## config.mk

```make
export PLATFORM = sky130hd
export DESIGN_NAME = udp_port_demux_table
export DESIGN_NICKNAME = d
export VERILOG_FILES = /design/src/rtl/core/udt_pkg.sv /design/src/rtl/core/udt_slot_mem.sv /design/src/rtl/core/udt_ctrl.sv /design/src/rtl/core/udp_port_demux_table.sv
export SDC_FILE = /design/constraint.sdc
export NUM_CORES = 1
export LEC_CHECK = 0
export BUFFER_PORTS_ARGS = -buffer_cell sky130_fd_sc_hd__buf_2
export CORE_MARGIN = 2
export CORE_UTILIZATION = 62
export DETAILED_ROUTE_END_ITERATION = 6
export PLACE_DENSITY_LB_ADDON = 0.3
export SLEW_MARGIN = 0
export SYNTH_ARGS = -nofsm -noshare
export SYNTH_HDL_FRONTEND = slang
export SYNTH_HIERARCHICAL = 1
export SYNTH_SLANG_ARGS = --single-unit
```

## constraint.sdc

```tcl
create_clock -name clk -period 12.12 [get_ports clk]
set_input_delay 0 -clock clk [delete_from_list [all_inputs] [get_ports clk]]
set_output_delay 0 -clock clk [all_outputs]
set_load 0.05 [all_outputs]
```

## src/rtl/core/udt_pkg.sv

```systemverilog
`timescale 1ns / 1ps
// Shared types and codes for the UDP port demux table.
// No dependencies; imported by every module of the block.
package udt_pkg;

    // Request kinds
    localparam logic [1:0] REQ_DELIVER = 2'd0;
    localparam logic [1:0] REQ_CONNECT = 2'd1;
    localparam logic [1:0] REQ_LISTEN  = 2'd2;
    localparam logic [1:0] REQ_CLOSE   = 2'd3;

    // Result status codes
    localparam logic [1:0] ST_OK      = 2'd0;
    localparam logic [1:0] ST_NOSLOT  = 2'd1;
    localparam logic [1:0] ST_NOSOCK  = 2'd2;
    localparam logic [1:0] ST_UNREACH = 2'd3;

    // Only IPv4 addresses are taken by connect
    localparam logic [7:0] ADDR_LEN_IPV4 = 8'd4;

    // One slot's stored words
    typedef struct packed {
        logic [15:0] own_port;
        logic [31:0] far_ip;
        logic [15:0] far_port;
    } slot_entry_t;

    // One result transaction
    typedef struct packed {
        logic [1:0]  status;
        logic [2:0]  slot;
        logic [15:0] own_port;
        logic [31:0] peer_ip;
        logic [15:0] peer_port;
    } result_t;

endpackage

```

## src/rtl/core/udt_slot_mem.sv

```systemverilog
`timescale 1ns / 1ps
// Slot table memory: one write port, one read port, registered read data.
// Depends on udt_pkg for the entry type.
module udt_slot_mem #(
    parameter int DEPTH = 8,
    parameter int AW    = 3
) (
    input  logic                 clk,
    input  logic                 wr_en,
    input  logic [AW-1:0]        wr_addr,
    input  udt_pkg::slot_entry_t wr_data,
    input  logic                 rd_en,
    input  logic [AW-1:0]        rd_addr,
    output udt_pkg::slot_entry_t rd_data
);
    import udt_pkg::*;

    slot_entry_t mem [DEPTH];
    slot_entry_t rd_data_reg;

    // Write port
    always_ff @(posedge clk)
    begin
        if (wr_en)
        begin
            mem[wr_addr] <= wr_data;
        end
    end

    // Read port, registered
    always_ff @(posedge clk)
    begin
        if (rd_en)
        begin
            rd_data_reg <= mem[rd_addr];
        end
    end

    assign rd_data = rd_data_reg;

endmodule

```

## src/rtl/core/udt_ctrl.sv

```systemverilog
`timescale 1ns / 1ps
// Request sequencer: slot flags, table scan, read-modify-write of the slot
// memory and the registered result. Depends on udt_pkg.
module udt_ctrl #(
    parameter int SLOTS = 8,
    parameter int IDX_W = 3,
    parameter int CNT_W = 4
) (
    input  logic                 clk,
    input  logic                 rst_n,
    input  logic                 start,
    output logic                 busy,
    input  logic [15:0]          port_base,
    input  logic [1:0]           req_type,
    input  logic [15:0]          packet_dest_port,
    input  logic [15:0]          packet_src_port,
    input  logic [31:0]          packet_src_ip,
    input  logic [31:0]          connect_ip,
    input  logic [15:0]          connect_port,
    input  logic [7:0]           addr_length,
    input  logic [15:0]          listen_port,
    input  logic [2:0]           close_slot,
    output logic                 mem_wr_en,
    output logic [IDX_W-1:0]     mem_wr_addr,
    output udt_pkg::slot_entry_t mem_wr_data,
    output logic                 mem_rd_en,
    output logic [IDX_W-1:0]     mem_rd_addr,
    input  udt_pkg::slot_entry_t mem_rd_data,
    output logic                 done,
    output udt_pkg::result_t     result
);
    import udt_pkg::*;

    typedef enum logic [1:0] {
        S_IDLE = 2'b01,
        S_SCAN = 2'b10
    } state_t;

    state_t state_reg, state_next;

    // Scan position and read pipeline
    logic [CNT_W-1:0] idx_reg, idx_next;
    logic             rd_vld_reg, rd_vld_next;
    logic [IDX_W-1:0] rd_idx_reg, rd_idx_next;
    logic             rd_used_reg, rd_used_next;
    logic             rd_client_reg, rd_client_next;
    logic             rd_server_reg, rd_server_next;

    // Per-slot flags
    logic [SLOTS-1:0] used_reg, used_next;
    logic [SLOTS-1:0] client_reg, client_next;
    logic [SLOTS-1:0] server_reg, server_next;

    // Latched request
    logic [1:0]  req_reg;
    logic [15:0] dport_reg;
    logic [15:0] sport_reg;
    logic [31:0] sip_reg;
    logic [31:0] cip_reg;
    logic [15:0] cport_reg;
    logic [7:0]  alen_reg;
    logic [15:0] lport_reg;
    logic [2:0]  close_reg;

    // Result register
    logic    done_reg, done_next;
    result_t res_reg, res_next;

    logic             accept;
    logic [IDX_W-1:0] scan_idx;
    logic [IDX_W-1:0] close_idx;
    logic             exhausted;
    logic             close_bad;
    logic             hit;
    logic [15:0]      new_port;

    assign accept    = start && (state_reg == S_IDLE);
    assign busy      = (state_reg == S_SCAN);
    assign scan_idx  = idx_reg[IDX_W-1:0];
    assign close_idx = IDX_W'(close_reg);
    assign exhausted = (idx_reg == CNT_W'(SLOTS));
    assign close_bad = (int'(close_reg) >= SLOTS);
    assign hit       = rd_vld_reg && rd_used_reg && (mem_rd_data.own_port == dport_reg);
    assign new_port  = 16'(port_base + 16'(scan_idx));

    // Sequencer
    always_comb
    begin
        state_next     = state_reg;
        idx_next       = idx_reg;
        rd_vld_next    = 1'b0;
        rd_idx_next    = rd_idx_reg;
        rd_used_next   = rd_used_reg;
        rd_client_next = rd_client_reg;
        rd_server_next = rd_server_reg;
        used_next      = used_reg;
        client_next    = client_reg;
        server_next    = server_reg;
        done_next      = 1'b0;
        res_next       = '0;
        mem_wr_en      = 1'b0;
        mem_wr_addr    = scan_idx;
        mem_wr_data    = '0;
        mem_rd_en      = 1'b0;
        mem_rd_addr    = scan_idx;

        unique case (state_reg)
            S_IDLE:
            begin
                if (accept)
                begin
                    state_next = S_SCAN;
                    idx_next   = '0;
                end
            end
            S_SCAN:
            begin
                case (req_reg) inside
                    REQ_CLOSE:
                    begin
                        done_next  = 1'b1;
                        state_next = S_IDLE;
                        if (close_bad)
                        begin
                            res_next.status = ST_NOSOCK;
                        end
                        else
                        begin
                            used_next[close_idx]   = 1'b0;
                            client_next[close_idx] = 1'b0;
                            server_next[close_idx] = 1'b0;
                            res_next.status        = ST_OK;
                            res_next.slot          = close_reg;
                        end
                    end
                    REQ_CONNECT, REQ_LISTEN:
                    begin
                        if ((req_reg == REQ_CONNECT && alen_reg != ADDR_LEN_IPV4) || exhausted)
                        begin
                            done_next       = 1'b1;
                            state_next      = S_IDLE;
                            res_next.status = ST_NOSLOT;
                        end
                        else if (!used_reg[scan_idx])
                        begin
                            // First free slot: claim it
                            done_next            = 1'b1;
                            state_next           = S_IDLE;
                            mem_wr_en            = 1'b1;
                            used_next[scan_idx]  = 1'b1;
                            res_next.status      = ST_OK;
                            res_next.slot        = 3'(scan_idx);
                            if (req_reg == REQ_CONNECT)
                            begin
                                client_next[scan_idx] = 1'b1;
                                mem_wr_data.own_port  = new_port;
                                mem_wr_data.far_ip    = cip_reg;
                                mem_wr_data.far_port  = cport_reg;
                                res_next.own_port     = new_port;
                                res_next.peer_ip      = cip_reg;
                                res_next.peer_port    = cport_reg;
                            end
                            else
                            begin
                                server_next[scan_idx] = 1'b1;
                                mem_wr_data.own_port  = lport_reg;
                                res_next.own_port     = lport_reg;
                            end
                        end
                        else
                        begin
                            idx_next = idx_reg + 1'b1;
                        end
                    end
                    default:
                    begin
                        // Deliver: pipelined port match, first hit decides
                        if (hit)
                        begin
                            done_next  = 1'b1;
                            state_next = S_IDLE;
                            if (rd_client_reg)
                            begin
                                if (mem_rd_data.far_ip == sip_reg)
                                begin
                                    res_next.status    = ST_OK;
                                    res_next.slot      = 3'(rd_idx_reg);
                                    res_next.own_port  = mem_rd_data.own_port;
                                    res_next.peer_ip   = mem_rd_data.far_ip;
                                    res_next.peer_port = mem_rd_data.far_port;
                                end
                                else
                                begin
                                    res_next.status = ST_NOSOCK;
                                end
                            end
                            else if (rd_server_reg)
                            begin
                                // Server learns the sender
                                mem_wr_en            = 1'b1;
                                mem_wr_addr          = rd_idx_reg;
                                mem_wr_data.own_port = mem_rd_data.own_port;
                                mem_wr_data.far_ip   = sip_reg;
                                mem_wr_data.far_port = sport_reg;
                                res_next.status      = ST_OK;
                                res_next.slot        = 3'(rd_idx_reg);
                                res_next.own_port    = mem_rd_data.own_port;
                                res_next.peer_ip     = sip_reg;
                                res_next.peer_port   = sport_reg;
                            end
                            else
                            begin
                                res_next.status = ST_NOSOCK;
                            end
                        end
                        else if (exhausted && !rd_vld_reg)
                        begin
                            done_next       = 1'b1;
                            state_next      = S_IDLE;
                            res_next.status = ST_UNREACH;
                        end
                        else if (!exhausted)
                        begin
                            mem_rd_en      = 1'b1;
                            rd_vld_next    = 1'b1;
                            rd_idx_next    = scan_idx;
                            rd_used_next   = used_reg[scan_idx];
                            rd_client_next = client_reg[scan_idx];
                            rd_server_next = server_reg[scan_idx];
                            idx_next       = idx_reg + 1'b1;
                        end
                    end
                endcase
            end
            default:
            begin
                state_next = S_IDLE;
            end
        endcase
    end

    // Control state
    always_ff @(posedge clk or negedge rst_n)
    begin
        if (!rst_n)
        begin
            state_reg  <= S_IDLE;
            idx_reg    <= '0;
            rd_vld_reg <= 1'b0;
            used_reg   <= '0;
            client_reg <= '0;
            server_reg <= '0;
            done_reg   <= 1'b0;
        end
        else
        begin
            state_reg  <= state_next;
            idx_reg    <= idx_next;
            rd_vld_reg <= rd_vld_next;
            used_reg   <= used_next;
            client_reg <= client_next;
            server_reg <= server_next;
            done_reg   <= done_next;
        end
    end

    // Payload registers
    always_ff @(posedge clk)
    begin
        rd_idx_reg    <= rd_idx_next;
        rd_used_reg   <= rd_used_next;
        rd_client_reg <= rd_client_next;
        rd_server_reg <= rd_server_next;
        res_reg       <= res_next;
        if (accept)
        begin
            req_reg   <= req_type;
            dport_reg <= packet_dest_port;
            sport_reg <= packet_src_port;
            sip_reg   <= packet_src_ip;
            cip_reg   <= connect_ip;
            cport_reg <= connect_port;
            alen_reg  <= addr_length;
            lport_reg <= listen_port;
            close_reg <= close_slot;
        end
    end

    assign done   = done_reg;
    assign result = res_reg;

endmodule

```

## src/rtl/core/udp_port_demux_table.sv

```systemverilog
`timescale 1ns / 1ps
// Top level of the UDP port demux table: config register, sequencer, slot memory.
// Depends on udt_pkg, udt_ctrl and udt_slot_mem.
//
// A request is taken when start is high and busy is low; busy stays high until
// the request is finished. Its result appears on the output ports for exactly
// one cycle with done high, the first cycle with busy low again, and cannot be
// held off, so the receiver must capture it then. Connect and listen step through
// the slot flags one slot a cycle up to the first free slot, and fail when the
// table is full. Deliver reads the slot memory one entry a cycle through its
// single read port up to the first used slot whose port matches, or to the end.
// A new request may be started in the same cycle as done. Write
// ephemeral_port_base through cfg_wr_en/cfg_wr_data only while busy is low.
module udp_port_demux_table #(
    parameter int SLOTS = 8
) (
    input  logic        clk,
    input  logic        rst_n,
    input  logic        cfg_wr_en,
    input  logic [15:0] cfg_wr_data,
    input  logic        start,
    output logic        busy,
    input  logic [1:0]  req_type,
    input  logic [15:0] packet_dest_port,
    input  logic [15:0] packet_src_port,
    input  logic [31:0] packet_src_ip,
    input  logic [31:0] connect_ip,
    input  logic [15:0] connect_port,
    input  logic [7:0]  addr_length,
    input  logic [15:0] listen_port,
    input  logic [2:0]  close_slot,
    output logic        done,
    output logic [1:0]  status,
    output logic [2:0]  slot,
    output logic [15:0] own_port,
    output logic [31:0] peer_ip,
    output logic [15:0] peer_port
);
    import udt_pkg::*;

    localparam int IDX_W = (SLOTS > 1) ? $clog2(SLOTS) : 1;
    localparam int CNT_W = $clog2(SLOTS + 1);

    logic [15:0]      base_reg;
    logic             mem_wr_en;
    logic [IDX_W-1:0] mem_wr_addr;
    slot_entry_t      mem_wr_data;
    logic             mem_rd_en;
    logic [IDX_W-1:0] mem_rd_addr;
    slot_entry_t      mem_rd_data;
    result_t          result;

    // Ephemeral port base register
    always_ff @(posedge clk or negedge rst_n)
    begin
        if (!rst_n)
        begin
            base_reg <= 16'd1024;
        end
        else if (cfg_wr_en)
        begin
            base_reg <= cfg_wr_data;
        end
    end

    udt_ctrl #(
        .SLOTS (SLOTS),
        .IDX_W (IDX_W),
        .CNT_W (CNT_W)
    ) u_ctrl (
        .clk              (clk),
        .rst_n            (rst_n),
        .start            (start),
        .busy             (busy),
        .port_base        (base_reg),
        .req_type         (req_type),
        .packet_dest_port (packet_dest_port),
        .packet_src_port  (packet_src_port),
        .packet_src_ip    (packet_src_ip),
        .connect_ip       (connect_ip),
        .connect_port     (connect_port),
        .addr_length      (addr_length),
        .listen_port      (listen_port),
        .close_slot       (close_slot),
        .mem_wr_en        (mem_wr_en),
        .mem_wr_addr      (mem_wr_addr),
        .mem_wr_data      (mem_wr_data),
        .mem_rd_en        (mem_rd_en),
        .mem_rd_addr      (mem_rd_addr),
        .mem_rd_data      (mem_rd_data),
        .done             (done),
        .result           (result)
    );

    udt_slot_mem #(
        .DEPTH (SLOTS),
        .AW    (IDX_W)
    ) u_mem (
        .clk     (clk),
        .wr_en   (mem_wr_en),
        .wr_addr (mem_wr_addr),
        .wr_data (mem_wr_data),
        .rd_en   (mem_rd_en),
        .rd_addr (mem_rd_addr),
        .rd_data (mem_rd_data)
    );

    // Result transaction fields
    assign status    = result.status;
    assign slot      = result.slot;
    assign own_port  = result.own_port;
    assign peer_ip   = result.peer_ip;
    assign peer_port = result.peer_port;

endmodule

```

==> flow_summary.yaml <==
synth:
  synth_area_per_cell_um2: 18.3
  synth-seq-area-share_pct: 75.4
  ys_ff_latch: 840
  synth_cells: 1760
  synth-edff-count: 723
  synth_async_sr_flop_share_pct: 5.71
  syn_nets: 1931
  syn_area_um2: 32200
  yosysWarningCount: 6
  synth-main-ff-cell: "edfxtp_1"
  ys_types: 64
setup_path:
  max_stage_delay_ns: 0.83
  cp.required_ns: 12.36
  critPathMostFrequentCell: "buf_4"
  endpoint_kind: "flop"
  cp.arrival_ns: 5.83
  crit_chain: "ha_1 -> or3b_1 -> or2_2 -> nor4_4 -> buf_4 -> buf_4 -> nand2_1 -> o21ai_1 -> nand2_1 -> nor2_4 -> buf_4"
  criticalPathCategory: "reg -> reg"
  worstPathMaxFanout: 76
  slowest_stage: "buf_4"
  worstSetupStartpointType: "flop"
clock_network:
  cts_tree: "built"
  clk_latency_ns: 0.63
  clk_pin_slew_ns: 0.06
  cts_buffer_depth: 3
  numCtsBuffers: 82
  clock-root-buffer: "clkbuf_16"
  cts_resized: 0
  clock-sinks: 840
  htreeDepth: 3
grt:
  grt_pass1_wl_um: 114000
  grt_max_degree: 119
  grt_pass1_vias: 18600
  antenna_found_initial: 2
  grt_overflow_total: 0
  grt_usage_pct: 28.8
sta:
  maxSlewViolCount: 0
  fin_crit_sh_pct: 46.2
  period_minus_slack_ns: 5.60
  grt_setup_unrepaired: "false"
  setup_violations: 0
  finalClockSkew_ns: 0.0259
  relSlewSlack_pct: 20.1
  worstMarginPinSlew_ns: 1.20
  max_freq_mhz: 179
  hold_viol: 0
  finalSetupTns_ns: 0
power_and_ir_drop:
  power_leakage_nw: 13.9
  power_density_nw_per_um2: 172
  vdd_drop_max_uv: 151
status:
  status: "finished, final reports clean"
placed_design:
  gp_congestion: 0.834
  dpl.hpwl_um: 39800
  numPlacedInstances: 2609
  io_buffers: 231
die:
  die_w_um: 232
  dieArea_um2: 53800
  die_y_um: 232
  coreArea_um2: 51300
  initial_utilization_pct: 62.8
  pin_count: 232
  row_count: 83
cells_and_area:
  final_cell_mix: "edfxtp_1, nand2_1, buf_2, dlygate4sd3_1, mux4_2"
  fin_nets: 2358
  stdcell_count: 2936
  syn2layout_area_growth_pct: 19.4
  largest_reg_flops: 512
  final_common_cell: "edfxtp_1"
  final_layout_size_suffix_gt1_share_pct: 27.2
route:
  first_pass_iters: 6
  drt-total-wl_um: 76400
  drtIter0Drc: 2271
  drc: 0
  wl_per_cell_um: 26.0
  routed_via_density: 6.21
  num_vias: 18200
  ant_nets: 0
flow_run:
  maxCapViolations: 0
min_path:
  hp-class: "in -> async"
==> layer usage <==
layer / up-vias / routed length [µm] / track usage (%)
met5: - / 0 / 0
li1: 7754 / - / -
met4: 0 / 3020 / 11.7
met2: 1063 / 38300 / 47.8
met3: 194 / 5930 / 5.02
met1: 9214 / 29200 / 38.2
==> critical path, delay by kind of cell (launching register included) <==
family | cells | cell delay [ns]
DFF | 1 | 0.44
buffers and inverters | 3 | 2.01
adders and majority gates | 1 | 0.34
and+or+nand+nor | 6 | 2.03
AOI/OAI and AO/OA | 1 | 0.29
==> power breakdown <==
| group | internal [mW] | switching [mW] |
|---|---|---|
| clock | 1.47 | 1.07 |
| sequential | 3.31 | 0.0928 |
| combinational | 0.297 | 0.361 |
| total | 5.07 | 1.53 |
==> stage by stage <==
step / cell area [µm²] / setup slack, ns / utilization [%] / hold slack [ns] / power (mW)
after detailed placement: 34000 / 6.63 / 66.3 / 0.137 / 4.05
after global placement: 34000 / 6.85 / 66.3 / 0.132 / 4.04
after CTS: 38500 / 6.57 / 75.0 / 0.0229 / 6.61
final: 38500 / 6.52 / 75.0 / 0.0576 / 6.60
after floorplan: 32200 / 4.54 / - / -0.296 / 3.89
after global routing: 38500 / 6.23 / 75.0 / 0.0606 / 6.79
==> final timing paths <==
path / startpoint / endpoint / slack, ns / depth (start not counted)
max: u_ctrl/req_reg[0]$_DFFE_PP_ / u_mem/mem[7][11]$_DFFE_PP_ / 6.52 / 11
min: rst_n / base_reg[11]$_DFFE_PN0P_ / 0.06 / 3
max reg2reg: u_ctrl/req_reg[0]$_DFFE_PP_ / u_mem/mem[7][11]$_DFFE_PP_ / 6.52 / 11
min reg2reg: u_ctrl/cip_reg[31]$_DFFE_PP_ / u_ctrl/result[47]$_SDFF_PP0_ / 0.45 / 2
max in group asynchronous: rst_n / u_ctrl/idx_reg[0]$_DFFE_PN0P_ / 11.56 / 3
min in group clk: connect_ip[31] / u_ctrl/cip_reg[31]$_DFFE_PP_ / 0.07 / 2
==> cell families (layout without fill, tap and decap cells) <==
kind of cell | count (synthesis) | in the layout | synth area share, %
compound gates | 135 | 135 | 3.18
buf+inv | 97 | 591 | 1.71
fa+ha+maj | 10 | 10 | 0.412
simple gates | 399 | 399 | 5.48
other cells | 0 | 2 | 0
flops | 840 | 840 | 75.4
xor+xnor | 62 | 62 | 1.68
mux | 217 | 217 | 12.1
==> cell usage after synthesis, types with 6 or more instances <==
cell        n  area share [%]
edfxtp_1  723              67
nand2_1   233             2.7
mux4_2    128             8.9
mux2_2     71             2.5
dfxtp_1    69             4.3
nand3_1    65             1.0
dfrtp_1    46             3.6
xor2_1     45             1.2
clkbuf_1   38            0.44
a32oi_1    32            0.87
nor2_1     32            0.37
a21o_1     22            0.51
nor3_1     21            0.33
buf_2      19            0.30
o21ai_0    17            0.26
xnor2_1    17            0.46
buf_4      15            0.35
buf_6      12            0.42
nor4_1     11            0.21
mux2_4     10            0.47
ha_1        9            0.35
inv_1       8           0.093
a211oi_1    7            0.16
a21oi_1     7            0.11
a22o_1      7            0.19
mux2i_1     7            0.22
nand2b_1    7            0.14
a211o_1     6            0.16
o22a_1      6            0.16
==> repair_timing <==
action                                  CTS  global route
hold buffers                            174             0
endpoints found under the hold margin   205             0
endpoints found under the setup margin    0             0
buffers inserted                          0             0
==> layout make-up <==
cell class | instances | area (µm²)
inverters | 12 | 50.0
clock inverters | 36 | 287
well taps | 680 | 851
flip-flops and latches | 840 | 24300
clock buffers | 115 | 2420
multi-input cells | 823 | 7460
fillers | 2754 | 12800
diodes | 2 | 5.00
repair buffers | 428 | 3080
Power figures use the tool's default switching activity.
